===== src/hw/rtl/nrtl_pkg.sv =====
// nrtl_pkg: shared constants, codes and control structs of the nearest row lookup
// used by nrtl_ctrl, nrtl_dp and the top level
`default_nettype none
package nrtl_pkg;
  localparam int unsigned RowW   = 6;
  localparam int unsigned ElemW  = 4;
  localparam int unsigned TElemW = 3;
  localparam int unsigned ValW   = 16;
  localparam int unsigned AccW   = 40;
  localparam int unsigned SqW    = 2 * (ValW + 1);
  localparam logic [6:0] MaxRows = 7'd64;
  localparam logic [4:0] MaxKeyLen = 5'd16;
  localparam logic [3:0] MaxTgtLen = 4'd8;

  localparam logic [1:0] ActKey = 2'd0;
  localparam logic [1:0] ActTgt = 2'd1;
  localparam logic [1:0] ActQry = 2'd2;

  localparam logic [1:0] CfgOnehot = 2'd0;
  localparam logic [1:0] CfgRows   = 2'd1;
  localparam logic [1:0] CfgKeyLen = 2'd2;
  localparam logic [1:0] CfgTgtLen = 2'd3;

  typedef enum logic [2:0] {
    StIdle, StHot, StScan, StDrain, StEmit
  } state_e;

  typedef struct packed {
    logic              key_wr;
    logic              tgt_wr;
    logic              q_wr;
    logic              hot_step;
    logic              scan_vld;
    logic              first;
    logic              last;
    logic [RowW-1:0]   r;
    logic [ElemW-1:0]  j;
    logic              emit_vld;
    logic              emit_last;
    logic              err;
    logic              use_hot;
  } cmd_t;

  typedef struct packed {
    logic [ElemW-1:0] hot_idx;
  } stat_t;
endpackage
`default_nettype wire


===== src/hw/rtl/nrtl_ctrl.sv =====
// nrtl_ctrl: configuration registers and sequencer of the nearest row lookup
// depends on nrtl_pkg
`default_nettype none
module nrtl_ctrl import nrtl_pkg::*; (
  input  wire logic              clk_i,
  input  wire logic              rst_ni,
  input  wire logic              start_i,
  input  wire logic [1:0]        action_i,
  input  wire logic [ElemW-1:0]  element_i,
  input  wire logic              cfg_we_i,
  input  wire logic [1:0]        cfg_idx_i,
  input  wire logic [6:0]        cfg_data_i,
  input  stat_t                  stat_i,
  output logic                   busy_o,
  output cmd_t                   cmd_o
);
  state_e state_q, state_d;
  logic [6:0] r_q, r_d;
  logic [4:0] j_q, j_d;
  logic [1:0] dcnt_q, dcnt_d;
  logic       onehot_q;
  logic [6:0] rows_q;
  logic [4:0] klen_q;
  logic [3:0] tlen_q;
  logic [6:0] rows;
  logic [4:0] klen;
  logic [3:0] tlen;
  logic       acc;

  always_comb begin
    rows = (rows_q == 7'd0) ? 7'd1 : ((rows_q > MaxRows) ? MaxRows : rows_q);
    klen = (klen_q == 5'd0) ? 5'd1 : ((klen_q > MaxKeyLen) ? MaxKeyLen : klen_q);
    tlen = (tlen_q == 4'd0) ? 4'd1 : ((tlen_q > MaxTgtLen) ? MaxTgtLen : tlen_q);
  end

  always_ff @(posedge clk_i or negedge rst_ni) begin
    if (!rst_ni) begin
      onehot_q <= 1'b0;
      rows_q   <= 7'd1;
      klen_q   <= 5'd16;
      tlen_q   <= 4'd8;
    end else if (cfg_we_i) begin
      unique case (cfg_idx_i)
        CfgOnehot: onehot_q <= cfg_data_i[0];
        CfgRows:   rows_q   <= cfg_data_i;
        CfgKeyLen: klen_q   <= cfg_data_i[4:0];
        CfgTgtLen: tlen_q   <= cfg_data_i[3:0];
        default:   ;
      endcase
    end
  end

  always_ff @(posedge clk_i or negedge rst_ni) begin
    if (!rst_ni) begin
      state_q <= StIdle;
      r_q     <= 7'd0;
      j_q     <= 5'd0;
      dcnt_q  <= 2'd0;
    end else begin
      state_q <= state_d;
      r_q     <= r_d;
      j_q     <= j_d;
      dcnt_q  <= dcnt_d;
    end
  end

  assign busy_o = (state_q != StIdle);
  assign acc    = start_i && (state_q == StIdle);

  always_comb begin
    state_d = state_q;
    r_d     = r_q;
    j_d     = j_q;
    dcnt_d  = dcnt_q;
    cmd_o   = '0;
    cmd_o.use_hot = onehot_q;
    cmd_o.r = r_q[RowW-1:0];
    cmd_o.j = j_q[ElemW-1:0];
    unique case (state_q)
      StIdle: begin
        cmd_o.key_wr = acc && (action_i == ActKey);
        cmd_o.tgt_wr = acc && (action_i == ActTgt) && !element_i[ElemW-1];
        cmd_o.q_wr   = acc && (action_i == ActQry);
        r_d = 7'd0;
        j_d = 5'd0;
        if (cmd_o.q_wr && ({1'b0, element_i} + 5'd1 == klen)) begin
          state_d = onehot_q ? StHot : StScan;
        end
      end
      StHot: begin
        if (j_q < klen) begin
          cmd_o.hot_step = 1'b1;
          j_d = j_q + 5'd1;
        end else if ({3'b000, stat_i.hot_idx} >= rows) begin
          cmd_o.err = 1'b1;
          state_d = StIdle;
        end else begin
          j_d = 5'd0;
          state_d = StEmit;
        end
      end
      StScan: begin
        cmd_o.scan_vld = 1'b1;
        cmd_o.first = (j_q == 5'd0);
        cmd_o.last  = (j_q + 5'd1 == klen);
        if (cmd_o.last) begin
          j_d = 5'd0;
          if (r_q + 7'd1 == rows) begin
            dcnt_d  = 2'd0;
            state_d = StDrain;
          end else begin
            r_d = r_q + 7'd1;
          end
        end else begin
          j_d = j_q + 5'd1;
        end
      end
      StDrain: begin
        dcnt_d = dcnt_q + 2'd1;
        if (dcnt_q == 2'd2) begin
          j_d = 5'd0;
          state_d = StEmit;
        end
      end
      StEmit: begin
        cmd_o.emit_vld  = 1'b1;
        cmd_o.emit_last = (j_q + 5'd1 == {1'b0, tlen});
        j_d = j_q + 5'd1;
        if (cmd_o.emit_last) begin
          state_d = StIdle;
        end
      end
      default: state_d = StIdle;
    endcase
  end
endmodule
`default_nettype wire


===== config.mk =====
export PLATFORM = sky130hd
export DESIGN_NAME = nrtl_ctrl
export DESIGN_NICKNAME = d
export VERILOG_FILES = /design/src/hw/rtl/nrtl_pkg.sv /design/src/hw/rtl/nrtl_ctrl.sv
export SDC_FILE = /design/constraint.sdc
export NUM_CORES = 1
export LEC_CHECK = 0
export BUFFER_PORTS_ARGS = -buffer_cell sky130_fd_sc_hd__clkbuf_2
export CAP_MARGIN = 10
export CORE_ASPECT_RATIO = 0.5
export CORE_UTILIZATION = 52
export DETAILED_ROUTE_END_ITERATION = 6
export GPL_ROUTABILITY_DRIVEN = 0
export PLACE_DENSITY = 0.77
export SYNTH_ARGS = -nofsm -noshare
export SYNTH_HDL_FRONTEND = slang
export SYNTH_SLANG_ARGS = --single-unit
export TNS_END_PERCENT = 20

===== constraint.sdc =====
create_clock -name clk_i -period 2.4 [get_ports clk_i]
set_input_delay 0.24 -clock clk_i [delete_from_list [all_inputs] [get_ports clk_i]]
set_output_delay 0.24 -clock clk_i [all_outputs]
set_load 0.1 [all_outputs]

After elaboration in Yosys (flattened, before gate mapping)
Index checks and enable logic that the tools add are counted.

Add/sub/neg operators: 4. Reductions and logical operators: 26. Mux-type cells: 34. Magnitude comparators: 5. Equality and inequality tests: 22.

Operator list (number): 5-bit two-way mux (6); 7-bit two-way mux (4); 3-bit two-way mux (9); 5-bit one-hot mux with 5 select lines (1); 3-bit one-hot mux with 5 select lines (1); 7-bit one-hot mux with 2 select lines (1); 2-bit inequality test, second input constant (6); 5-bit == test (2); 5-bit logical NOT (2); 3-bit AND reduction (3); 2-bit == test, second input constant (4); 2-bit two-way mux (4); 4-bit two-way mux (2); 2-bit AND reduction (4); 7-bit by 1-bit adder with 7-bit output, second input constant (1); 7-bit == test (1); 4-bit by 7-bit >= comparator with 1-bit output (1); 7-bit greater-than comparator, second input constant (1); 7-bit logical NOT (1); 3-bit by 2-bit == test with 1-bit output, second input constant (2); 1-bit logical AND (6); 6-bit AND reduction (1); 4-bit by 1-bit adder with 5-bit output, second input constant (1); 5-bit by 1-bit adder with 5-bit output, second input constant (1); 19 further kinds (26).

Input bits: 23. Word-level logic and storage cells: 99. Output and inout port bits: 22. Bits in registers: 34.

Depth between registers and ports, before layout
Gate-level depths: netlist (run 1).

Word-level depth: 7. Depth in mapped cells: 10. Mapped depth without buffers: 10.

Least setup slack after synthesis (run 1)
Ideal clock, no wire load.

Kind: register to register. Start: register state_q[0]. End: register state_q[0]. Arrival time: 4.532 ns. Library setup time: 0.120 ns. Data required time: 2.280 ns. Path slack: -2.252 ns. Period minus slack after synthesis: 4.652 ns. Path buffers: 1. Stages on the path, launching flop included: 8. Cell sequence: dfrtp_1 clkbuf_1 or2_1 nor4_1 o211a_1 o31ai_1 a21oi_1 and3b_1.

Cells in the longest elaborated chain, start to end: 6. Elaborated cells on any way between the ends: 16. Classes of those cells: eq/ne: 10; mux: 1; reduce/logical: 5.

Ends and longest elaborated chain: from (decl) (line nrtl_ctrl.sv:17) `state_e state_q, state_d;`; from (signal assigned) (line nrtl_ctrl.sv:55) `state_q <= StIdle;`; from (signal assigned) (line nrtl_ctrl.sv:60) `state_q <= state_d;`; 3-bit logical NOT (line nrtl_ctrl.sv:68, nrtl_ctrl.sv:79); 1-bit logical AND (line nrtl_ctrl.sv:68) `assign acc = start_i && (state_q == StIdle);`; 1-bit logical AND (line nrtl_ctrl.sv:83) `cmd_o.q_wr = acc && (action_i == ActQry);`; 1-bit logical AND (line nrtl_ctrl.sv:86) `if (cmd_o.q_wr && ({1'b0, element_i} + 5'd1 == klen)) begin`; 2-bit by 1-bit inequality test with 1-bit output (no line); 6-bit AND reduction (no line).

Several ways; a longest one is shown, not always the timed one. A chain may end at the register's enable or synchronous reset.

==> results of run 1 <==
## through the flow
step | hold WS (ps) | TNS, ps | total power [mW] | worst slack, ps
2_1_floorplan | -55.6 | -3090 | 2.61 | -496
3_3_place_gp | 375 | -1720 | 3.14 | -319
3_5_place_dp | 394 | -2770 | 3.23 | -383
4_1_cts | 83.3 | -2320 | 3.78 | -397
5_1_grt | 114 | -4110 | 4.07 | -469
6_report | 52.8 | -2410 | 3.84 | -410
## report_power, final
part	total, mW	internal [mW]	switching [mW]
sequential	0.857	0.713	0.144
clock	0.459	0.232	0.227
combinational	2.52	0.897	1.63
total	3.84	1.84	2.00
## registers in the layout, indices dropped and copies added, names as in the netlist
register,flops
tlen_q,4
r_q,7
onehot_q,1
rows_q,7
state_q,3
klen_q,5
j_q,5
dcnt_q,2
## logic make-up (layout without fill, tap and decap cells)
group / count (synthesis) / in the layout / share of synthesized area
AO/OA/AOI/OAI: 72 / 72 / 0.201
XOR/XNOR: 13 / 13 / 0.0504
adder cells (fa/ha/maj): 14 / 14 / 0.0619
flip-flops: 34 / 34 / 0.302
buffers and inverters: 35 / 102 / 0.0650
multiplexers: 19 / 19 / 0.0751
AND/OR/NAND/NOR: 128 / 128 / 0.245
## path summary, 6_finish.rpt
path	from	end	slack [ps]	cells past startpoint
worst max-delay path	rows_q[1]	cmd_o[1]	-410	10
worst min-delay path	rst_ni	j_q[2]	50	1
worst max register to register	rows_q[1]	j_q[2]	-390	11
worst min register to register	klen_q[0]	klen_q[0]	520	1
max in group asynchronous	rst_ni	j_q[1]	1770	1
min in group clk_i	cfg_data_i[6]	rows_q[6]	190	2
## worst max-delay path: stages (launching register included)
cell      delay [ps]
dfrtp_1          380
or4_4            550
nor2_2            90
o21a_1           120
ha_1             220
nand2b_4         140
a21o_1           180
a211o_1          290
nand2_2          100
nor3_4            50
buf_12           170
## metal layers
| layer | GRT usage | vias up | part of all wire |
|---|---|---|---|
| met5 | 0 | - | 0 |
| met4 | 0.0972 | 0 | 0.017 |
| met3 | 0.0630 | 18 | 0.051 |
| met2 | 0.508 | 85 | 0.50 |
| met1 | 0.348 | 1306 | 0.43 |
| li1 | - | 1289 | - |
## Yosys cell counts (all sizes together) (3+ instances only)
| master | number |
|---|---|
| dfrtp | 31 |
| nand2 | 31 |
| mux2 | 18 |
| nor2 | 17 |
| buf | 16 |
| ha | 14 |
| inv | 13 |
| nand3 | 13 |
| a21oi | 12 |
| nor3 | 10 |
| o21ai | 9 |
| nand3b | 8 |
| o211ai | 8 |
| nor2b | 7 |
| nor3b | 7 |
| xor2 | 7 |
| a211o | 6 |
| clkbuf | 6 |
| nand2b | 6 |
| nor4 | 6 |
| a21o | 5 |
| and3 | 5 |
| and2 | 4 |
| o21a | 4 |
| or2 | 4 |
| xnor2 | 4 |
| a2111oi | 3 |
| dfstp | 3 |
| or3 | 3 |
## final cells by class
cell class,instances,area (um^2),area share
inverter,13,48.8,0.0134
timing repair buffer,81,619,0.170
tap,70,87.6,0.0240
sequential,34,856,0.235
clock inverter,1,5.00,0.00137
clock buffer,7,86.3,0.0237
multi-input combinational,246,1940,0.533
## repair_timing
| action | CTS | global route |
|---|---|---|
| setup buffers | 3 | 1 |
| pin swaps | 9 | 3 |
| gates resized for setup | 13 | 6 |
| endpoints found under the setup margin | 19 | 21 |
==> reports/metrics.yaml, run 1 <==
outcome:
  run_status: "complete, but fails checks"
  violations: "negative setup slack"
grt:
  overflow: 0
  grt_max_degree: 35
  grt_pass1_vias: 2653
  antenna_found_initial: 0
  grt_pass1_wl_um: 12500
  track_usage: 0.284
floorplanning:
  start_util: 0.556
  die_area_mm2: 0.00576
  die_x_um: 106
  rows: 18
  die_h_um: 54.2
  coreArea_mm2: 0.00509
  io_pins: 45
sta:
  grt_setup_unrepaired: "true"
  tightest_slew_ps: 862
  maxSlewViolCount: 0
  fin_worst_skew_ps: 9.22
  worst_slack_ps: -410
  fin_crit_ps: 2810
  setup_viol: 14
  maxSlewHeadroom: 0.425
  fmax_ghz: 0.356
  timing.final.crit_share: 1.17
  hold_violations: 0
logic_synthesis:
  synthArstFlopShare: 1.00
  synth.cell_area_mm2: 0.00283
  synth_largest_area_cell: "dfrtp_1"
  synth_area_leaders: "dfrtp_1, mux2_2, ha_1"
  synthDistinctLibCells: 67
  yosysWarningCount: 0
  ys_ff_latch: 34
  synth-edff-count: 0
  syn-instance-count: 315
  ys.flop_type: "dfrtp_1"
  syn_area_per_cell_um2: 8.99
  synth_top_area_share: 0.274
  syn_nets: 352
  ys_seq_area_frac: 0.302
power_and_ir_drop:
  p_leak_nw: 1.65
  powerDensity_mw_per_mm2: 1050
  ir_drop_mv: 0.726
routing:
  vias_per_cell: 5.97
  drtPass1Iterations: 4
  wl_per_cell_um: 16.6
  wl_um: 7480
  ant_nets: 0
  vias: 2698
  drc: 0
  drtIter0Drc: 148
placement:
  place.port_buffers: 44
  placedCellCount: 440
  dpl_cell_area_mm2: 0.00344
  dp_hpwl_um: 5740
cts:
  insertion_delay_ps: 290
  cts_buffers: 5
  root_buffer: "clkbuf_8"
  tritoncts: "done"
  h-tree-depth: 2
  clk_path_buf_depth: 2
  path_clk_slew_ps: 80
  clock-sinks: 34
  cts-hold-fix-buffers: 0
finish:
  fin_cells: 452
  mostFrequentLayoutCells: "clkbuf_2, buf_4, dfrtp_1"
  area_growth_pct: 28.7
  final_util: 0.716
  design_area_mm2: 0.00364
  diodes: 0
  final_common_cell: "clkbuf_2"
  fill_cells: 373
  drive_gt1_frac: 0.377
  layout.nets: 418
job:
  maxCapViolCount: 0
critical_path:
  crit_type: "flop to output pin"
  cp-start-kind: "flop"
  critPathRequiredTime_ps: 2160
  cp_max_fo: 2
  crit_path_end_kind: "output pin"
  cp.arrival_ps: 2570
hold_path:
  hp-class: "primary input to async pin"
No activity file was read; power rests on OpenSTA's default activity.
==> run 2: changes to the inputs <==
--- a/config.mk
+++ b/config.mk
@@ -12,6 +12,7 @@
 export DETAILED_ROUTE_END_ITERATION = 6
 export GPL_ROUTABILITY_DRIVEN = 0
 export PLACE_DENSITY = 0.77
+export SKIP_CTS_REPAIR_TIMING = 1
 export SYNTH_ARGS = -nofsm -noshare
 export SYNTH_HDL_FRONTEND = slang
 export SYNTH_SLANG_ARGS = --single-unit
==> reports/metrics.yaml, run 2 (synthesis results as in run 1) <==
finish:
  layout.nets: 423  # was 418
  mostFrequentLayoutCells: "buf_4, clkbuf_2, dfrtp_1"  # was clkbuf_2, buf_4, dfrtp_1
  drive_gt1_frac: 0.401  # was 0.377
  diodes: 0  # unchanged
  seqCellArea_um2: 857  # was 856 um^2
  multiInputGateArea_mm2: 0.00199  # was 0.00194 mm^2
  largest_registers: "r_q x7, rows_q x7"  # unchanged
  fin_cells: 457  # was 452
  final_util: 0.734  # was 0.716
  area_growth_pct: 31.9  # was 28.7%
  final_common_cell: "buf_4"  # was clkbuf_2
  fill_cells: 345  # was 373
job:
  maxCapViolCount: 0  # unchanged
cts:
  insertion_delay_ps: 290  # about the same
  tritoncts: "done"  # unchanged
  path_clk_slew_ps: 90  # was 80 ps
  clock-sinks: 34  # unchanged
  h-tree-depth: 2  # unchanged
  root_buffer: "clkbuf_8"  # unchanged
  clk_path_buf_depth: 2  # unchanged
  cts_buffers: 5  # unchanged
floorplanning:
  coreArea_mm2: 0.00509  # unchanged
  start_util: 0.556  # unchanged
  die_h_um: 54.2  # unchanged
  io_pins: 45  # unchanged
  rows: 18  # unchanged
  die_x_um: 106  # unchanged
  die_area_mm2: 0.00576  # unchanged
grt:
  track_usage: 0.281  # was 0.284
  antenna_found_initial: 0  # unchanged
  overflow: 0  # unchanged
  grt_pass1_vias: 2630  # was 2653
  grt_pass1_wl_um: 12400  # was 12500 um
  grt_max_degree: 35  # unchanged
sta:
  maxSlewHeadroom: 0.391  # was 0.425
  grt_setup_unrepaired: "true"  # unchanged
  final.setup.tns_ps: -2410  # about the same
  fmax_ghz: 0.355  # was 0.356 GHz
  maxSlewViolCount: 0  # unchanged
  hold_violations: 0  # unchanged
  timing.final.crit_share: 1.17  # about the same
  worst_slack_ps: -418  # was -410 ps
  tightest_slew_ps: 913  # was 862 ps
  fin_worst_skew_ps: 14.4  # was 9.22 ps
  setup_viol: 12  # was 14
  fin_crit_ps: 2820  # was 2810 ps
placement:
  post-place-ws_ps: -383  # unchanged
  place.port_buffers: 44  # unchanged
  dp_hpwl_um: 5740  # unchanged
  placedCellCount: 440  # unchanged
routing:
  vias_per_cell: 5.97  # about the same
  vias: 2730  # was 2698
  drtPass1Iterations: 5  # was 4
  drtIter0Drc: 185  # was 148
  wl_um: 8070  # was 7480 um
  drc: 0  # unchanged
  wl_per_cell_um: 17.7  # was 16.6 um
  ant_nets: 0  # unchanged
power_and_ir_drop:
  p_leak_nw: 1.69  # was 1.65 nW
  ir_drop_mv: 0.695  # was 0.726 mV
  finalPower_mw: 4.06  # was 3.84 mW
  powerDensity_mw_per_mm2: 1090  # was 1050 mW/mm^2
outcome:
  run_status: "complete, but fails checks"  # unchanged
  violations: "negative setup slack"  # unchanged
critical_path:
  cp.arrival_ps: 2580  # was 2570 ps
  cp_max_fo: 2  # unchanged
  critPathRequiredTime_ps: 2160  # about the same
  crit_type: "flop to output pin"  # unchanged
  cp-start-kind: "flop"  # unchanged
  crit_path_end_kind: "output pin"  # unchanged
hold_path:
  hp-class: "primary input to async pin"  # unchanged
[run 2: changes by cell type in the layout (fill, tap and decap cells not counted), sizes merged]
| cell | delta |
|---|---|
| buf | +5 |
[run 2: critical path, stage by stage, from the launching register on]
cell and delay [ps]:
dfrtp_1 380, or4_4 540, nor2_2 110, o21a_1 130, ha_1 220, nand2b_4 130, a21o_1 150, a211o_1 290
nand2_2 110, nor3_4 50, buf_12 170
[run 2: final timing paths]
path | from | slack [ps] | to | cells past startpoint
max reg2reg | rows_q[1] | -390 | j_q[2] | 11
max | rows_q[1] | -420 | cmd_o[1] | 10
min in group clk_i | cfg_data_i[6] | 190 | rows_q[6] | 2
min reg2reg | klen_q[0] | 530 | klen_q[0] | 1
min | rst_ni | 70 | j_q[2] | 1
max in group asynchronous | rst_ni | 1710 | j_q[0] | 1
[run 2: area by class of cell]
class,instances,area share
Clock buffer,7,0.0231
Clock inverter,1,0.00134
Inverter,13,0.0131
Multi-Input combinational cell,246,0.534
Sequential cell,34,0.230
Tap cell,70,0.0235
Timing Repair Buffer,86,0.176
[run 2: report_power, final]
part           total [mW]  leakage, nW  switching [mW]  internal (mW)
registers           0.878        0.422           0.163          0.715
clock network       0.465       0.0482           0.233          0.232
logic                2.72         1.22            1.71           1.00
[run 2: metal layers]
layer  up-vias  share of wire  track usage  routed length [um]
li1       1302              -            -                   -
met1      1318           0.41        0.348                3350
met2       100           0.51        0.510                4140
met3        10          0.060       0.0545                 485
met4         0          0.012       0.0903                 100
met5         -              0            0                   0
[run 2: per-stage QoR]
stage	hold WS [ps]	instance area [um^2]
2_1_floorplan	-55.6	2910
3_3_place_gp	375	3440
3_5_place_dp	394	3440
4_1_cts	83.4	3530
5_1_grt	121	3730
6_report	68.7	3730
==> run 3: changes to the inputs <==
--- a/config.mk
+++ b/config.mk
@@ -5,13 +5,14 @@
 export SDC_FILE = /design/constraint.sdc
 export NUM_CORES = 1
 export LEC_CHECK = 0
+export ABC_AREA = 1
 export BUFFER_PORTS_ARGS = -buffer_cell sky130_fd_sc_hd__clkbuf_2
 export CAP_MARGIN = 10
 export CORE_ASPECT_RATIO = 0.5
-export CORE_UTILIZATION = 52
+export CORE_UTILIZATION = 51
 export DETAILED_ROUTE_END_ITERATION = 6
 export GPL_ROUTABILITY_DRIVEN = 0
-export PLACE_DENSITY = 0.77
+export PLACE_DENSITY = 0.76
 export SKIP_CTS_REPAIR_TIMING = 1
 export SYNTH_ARGS = -nofsm -noshare
 export SYNTH_HDL_FRONTEND = slang
==> reports/metrics.yaml, run 3 <==
outcome:
  run_status: "complete, but fails checks"  # unchanged
  violations: "negative setup slack"  # unchanged
routing:
  drtIter0Drc: 108  # was 185
  wl_met3_um: 160  # was 485 um
  drc: 0  # unchanged
  m1WireLength_um: 3240  # was 3350 um
  vias: 2664  # was 2730
  vias_per_cell: 5.07  # was 5.97
  top_layer_used: "met4"  # unchanged
  drtPass1Iterations: 5  # unchanged
  ant_nets: 0  # unchanged
  wl_um: 6340  # was 8070 um
  wl_per_cell_um: 12.1  # was 17.7 um
  route.met2.wl_um: 2890  # was 4140 um
logic_synthesis:
  yosysWarningCount: 0  # unchanged
  syn_area_per_cell_um2: 6.62  # was 8.99 um^2
  synth_top_family_by_area: "simple AND/OR/NAND/NOR gates"  # unchanged
  synth_xor_area_frac: 0.0131  # was 0.0504
  synth_largest_area_cell: "dfrtp_1"  # unchanged
  synthDistinctLibCells: 30  # was 67
  synth.cell_area_mm2: 0.00268  # was 0.00283 mm^2
  synthArstFlopShare: 1.00  # unchanged
  ys_ff_latch: 34  # unchanged
  ys_seq_area_frac: 0.319  # was 0.302
  synth.most_common_cell: "nand2_1"  # was dfrtp_1
  synth-edff-count: 0  # unchanged
  synth_top_area_share: 0.289  # was 0.274
  synth_area_leaders: "dfrtp_1, nand2_1, nand3_1"  # was dfrtp_1, mux2_2, ha_1
  ys.flop_type: "dfrtp_1"  # unchanged
  syn_nets: 442  # was 352
  syn-instance-count: 405  # was 315
  synth_common_cells: "nand2_1, inv_1, nand3_1"  # was dfrtp_1, nand2_1, mux2_2
  synth_mux_area_frac: 0.00420  # was 0.0751
  synthAdderAreaFrac: 0.0653  # was 0.0619
  synth-simple-area-share: 0.407  # was 0.245
  synth_compound_area_frac: 0.0644  # was 0.201
sta:
  maxSlewHeadroom: 0.405  # was 0.391
  grt_setup_unrepaired: "true"  # unchanged
  holdWs_ps: 58.6  # was 68.7 ps
  worst_slack_ps: -219  # was -418 ps
  fmax_ghz: 0.382  # was 0.355 GHz
  maxSlewViolCount: 0  # unchanged
  setup_viol: 2  # was 12
  fin_worst_skew_ps: 3.90  # was 14.4 ps
  timing.final.crit_share: 1.09  # was 1.17
  tightest_slew_ps: 892  # was 913 ps
  hold_violations: 0  # unchanged
  fin_crit_ps: 2620  # was 2820 ps
cts:
  cts_buffers: 5  # unchanged
  h-tree-depth: 2  # unchanged
  clk_path_buf_depth: 2  # unchanged
  tritoncts: "done"  # unchanged
  root_buffer: "clkbuf_8"  # unchanged
  insertion_delay_ps: 290  # about the same
  path_clk_slew_ps: 70  # was 90 ps
  clock-sinks: 34  # unchanged
power_and_ir_drop:
  seq_power_share: 0.247  # was 0.216
  p_int_mw: 1.48  # was 1.95 mW
  p_clk_frac: 0.139  # was 0.115
  finalPower_mw: 3.28  # was 4.06 mW
  p_switching_mw: 1.81  # was 2.11 mW
  ir_drop_mv: 0.540  # was 0.695 mV
  comb_power_share: 0.614  # was 0.669
  p_leak_nw: 1.80  # was 1.69 nW
  powerDensity_mw_per_mm2: 1010  # was 1090 mW/mm^2
  swShare: 0.550  # was 0.520
floorplanning:
  die_x_um: 105  # was 106 um
  die_area_mm2: 0.00557  # was 0.00576 mm^2
  coreArea_mm2: 0.00500  # was 0.00509 mm^2
  rows: 18  # unchanged
  die_h_um: 53.3  # was 54.2 um
  io_pins: 45  # unchanged
  start_util: 0.537  # was 0.556
placement:
  dp_hpwl_um: 4740  # was 5740 um
  place.port_buffers: 44  # unchanged
  post-place-ws_ps: 130  # was -383 ps
critical_path:
  cp.arrival_ps: 2380  # was 2580 ps
  cp_slowest_stage_delay_ps: 570  # was 540 ps
  worstPathCellList: "nor2_2 > nand3_1 > nand2_1 > nand2_2 > nand2_2 > ha_4 > o21ai_2 > a21boi_1 > o21ai_1 > nand2_1 > nand2_1 > nor2_1 > nand3_1 > inv_2 > buf_12"  # was or4_4 > nor2_2 > o21a_1 > ha_1 > nand2b_4 > a21o_1 > a211o_1 > nand2_2 > nor3_4 > buf_12
  critPathRequiredTime_ps: 2160  # about the same
  cp_num_buf_inv: 2  # was 1
  reg2reg_from: "rows_q[0]"  # was rows_q[1]
  setup.worst_path.start: "rows_q[0]"  # was rows_q[1]
  cpMostUsedCell: "nand2_1"
  cp_max_fo: 3  # was 2
  reg2reg_depth: 16  # was 11
  r2r_setup_slack_ps: 190  # was -390 ps
  cp_slowest_cell: "dfstp_2"  # was or4_4
  cp-start-kind: "flop"  # unchanged
  reg2reg_to: "j_q[4]"  # was j_q[2]
  crit_path_end_kind: "output pin"  # unchanged
  crit_family: "simple AND/OR/NAND/NOR gates"  # unchanged
  crit_type: "flop to output pin"  # unchanged
finish:
  mostFrequentLayoutCells: "nand2_1, inv_1, nand3_1"  # was buf_4, clkbuf_2, dfrtp_1
  drive_gt1_frac: 0.251  # was 0.401
  final_util: 0.648  # was 0.734
  area_growth_pct: 20.8  # was 31.9%
  layout.nets: 491  # was 423
  final_common_cell: "nand2_1"  # was buf_4
  diodes: 0  # unchanged
  largest_registers: "r_q x7, rows_q x7"  # unchanged
grt:
  track_usage: 0.232  # was 0.281
  grt_pass1_vias: 2204  # was 2630
  antenna_found_initial: 0  # unchanged
  grt_max_degree: 35  # unchanged
  overflow: 0  # unchanged
  grt_pass1_wl_um: 10100  # was 12400 um
job:
  maxCapViolCount: 0  # unchanged
hold_path:
  hp-class: "primary input to async pin"  # unchanged
[run 3: kinds of logic (layout without fill, tap and decap cells)]
group / Yosys count / after routing
and+or+nand+nor: 241 / 241
buffers and inverters: 79 / 129
adders and majority gates: 14 / 14
muxes: 1 / 1
AOI/OAI and AO/OA: 32 / 32
DFF: 34 / 34
xor gates and xnor gates: 4 / 4
[run 3: worst max-delay path by stage]
stage                     slack [ps]  cells after the start         to
after floorplan                 -700                      5  cmd_o[15]
after global placement           160                     15   cmd_o[1]
after detailed placement         130                     15   cmd_o[1]
after CTS                       -230                     15   cmd_o[1]
after global routing            -340                     15   cmd_o[1]
final                           -220                     15   cmd_o[1]
[run 3: power by group through the flow]
| stage | registers, mW | clock network, mW | logic (mW) |
|---|---|---|---|
| final | 0.812 | 0.456 | 2.01 |
| after global routing | 0.827 | 0.494 | 2.19 |
| after CTS | 0.800 | 0.462 | 1.93 |
| after detailed placement | 0.810 | 0 | 1.92 |
| after global placement | 0.807 | 0 | 1.90 |
| after floorplan | 0.789 | 0 | 1.55 |
[run 3: layout make-up]
type	count	area, um^2
fill	481	1760
multi-input combinational	292	1590
sequential	34	857
timing repair buffer	55	365
inverter	66	248
tap	70	87.6
clock buffer	6	82.6
clock inverter	2	12.5
[run 3: worst reg2reg max path, stage by stage, from the launching register on]
cell and delay, ps:
dfstp_2 570, nor2_2 50, nand3_1 70, nand2_1 70, nand2_2 100, nand2_2 90, ha_4 270, o21ai_2 40
a21boi_1 130, o21ai_1 80, nand2_1 80, nand2_1 50, nor2_1 110, nand3_1 120, nand2_1 180, nand2_1 80
nand2_1 60
[run 3: per-layer routing]
layer / track usage / vias to the layer above
met4: 0.0500 / 0
met3: 0.0406 / 6
met5: 0 / -
met2: 0.393 / 36
met1: 0.314 / 1244
li1: - / 1378
[run 3: through the flow]
| stage | std cells | cell area [um^2] | TNS (ps) |
|---|---|---|---|
| floorplan | 405 | 2720 | -2870 |
| global placement | 511 | 3030 | 0 |
| detailed placement | 511 | 3030 | 0 |
| CTS | 519 | 3120 | -375 |
| global route | 525 | 3240 | -628 |
| finish | 525 | 3240 | -274 |
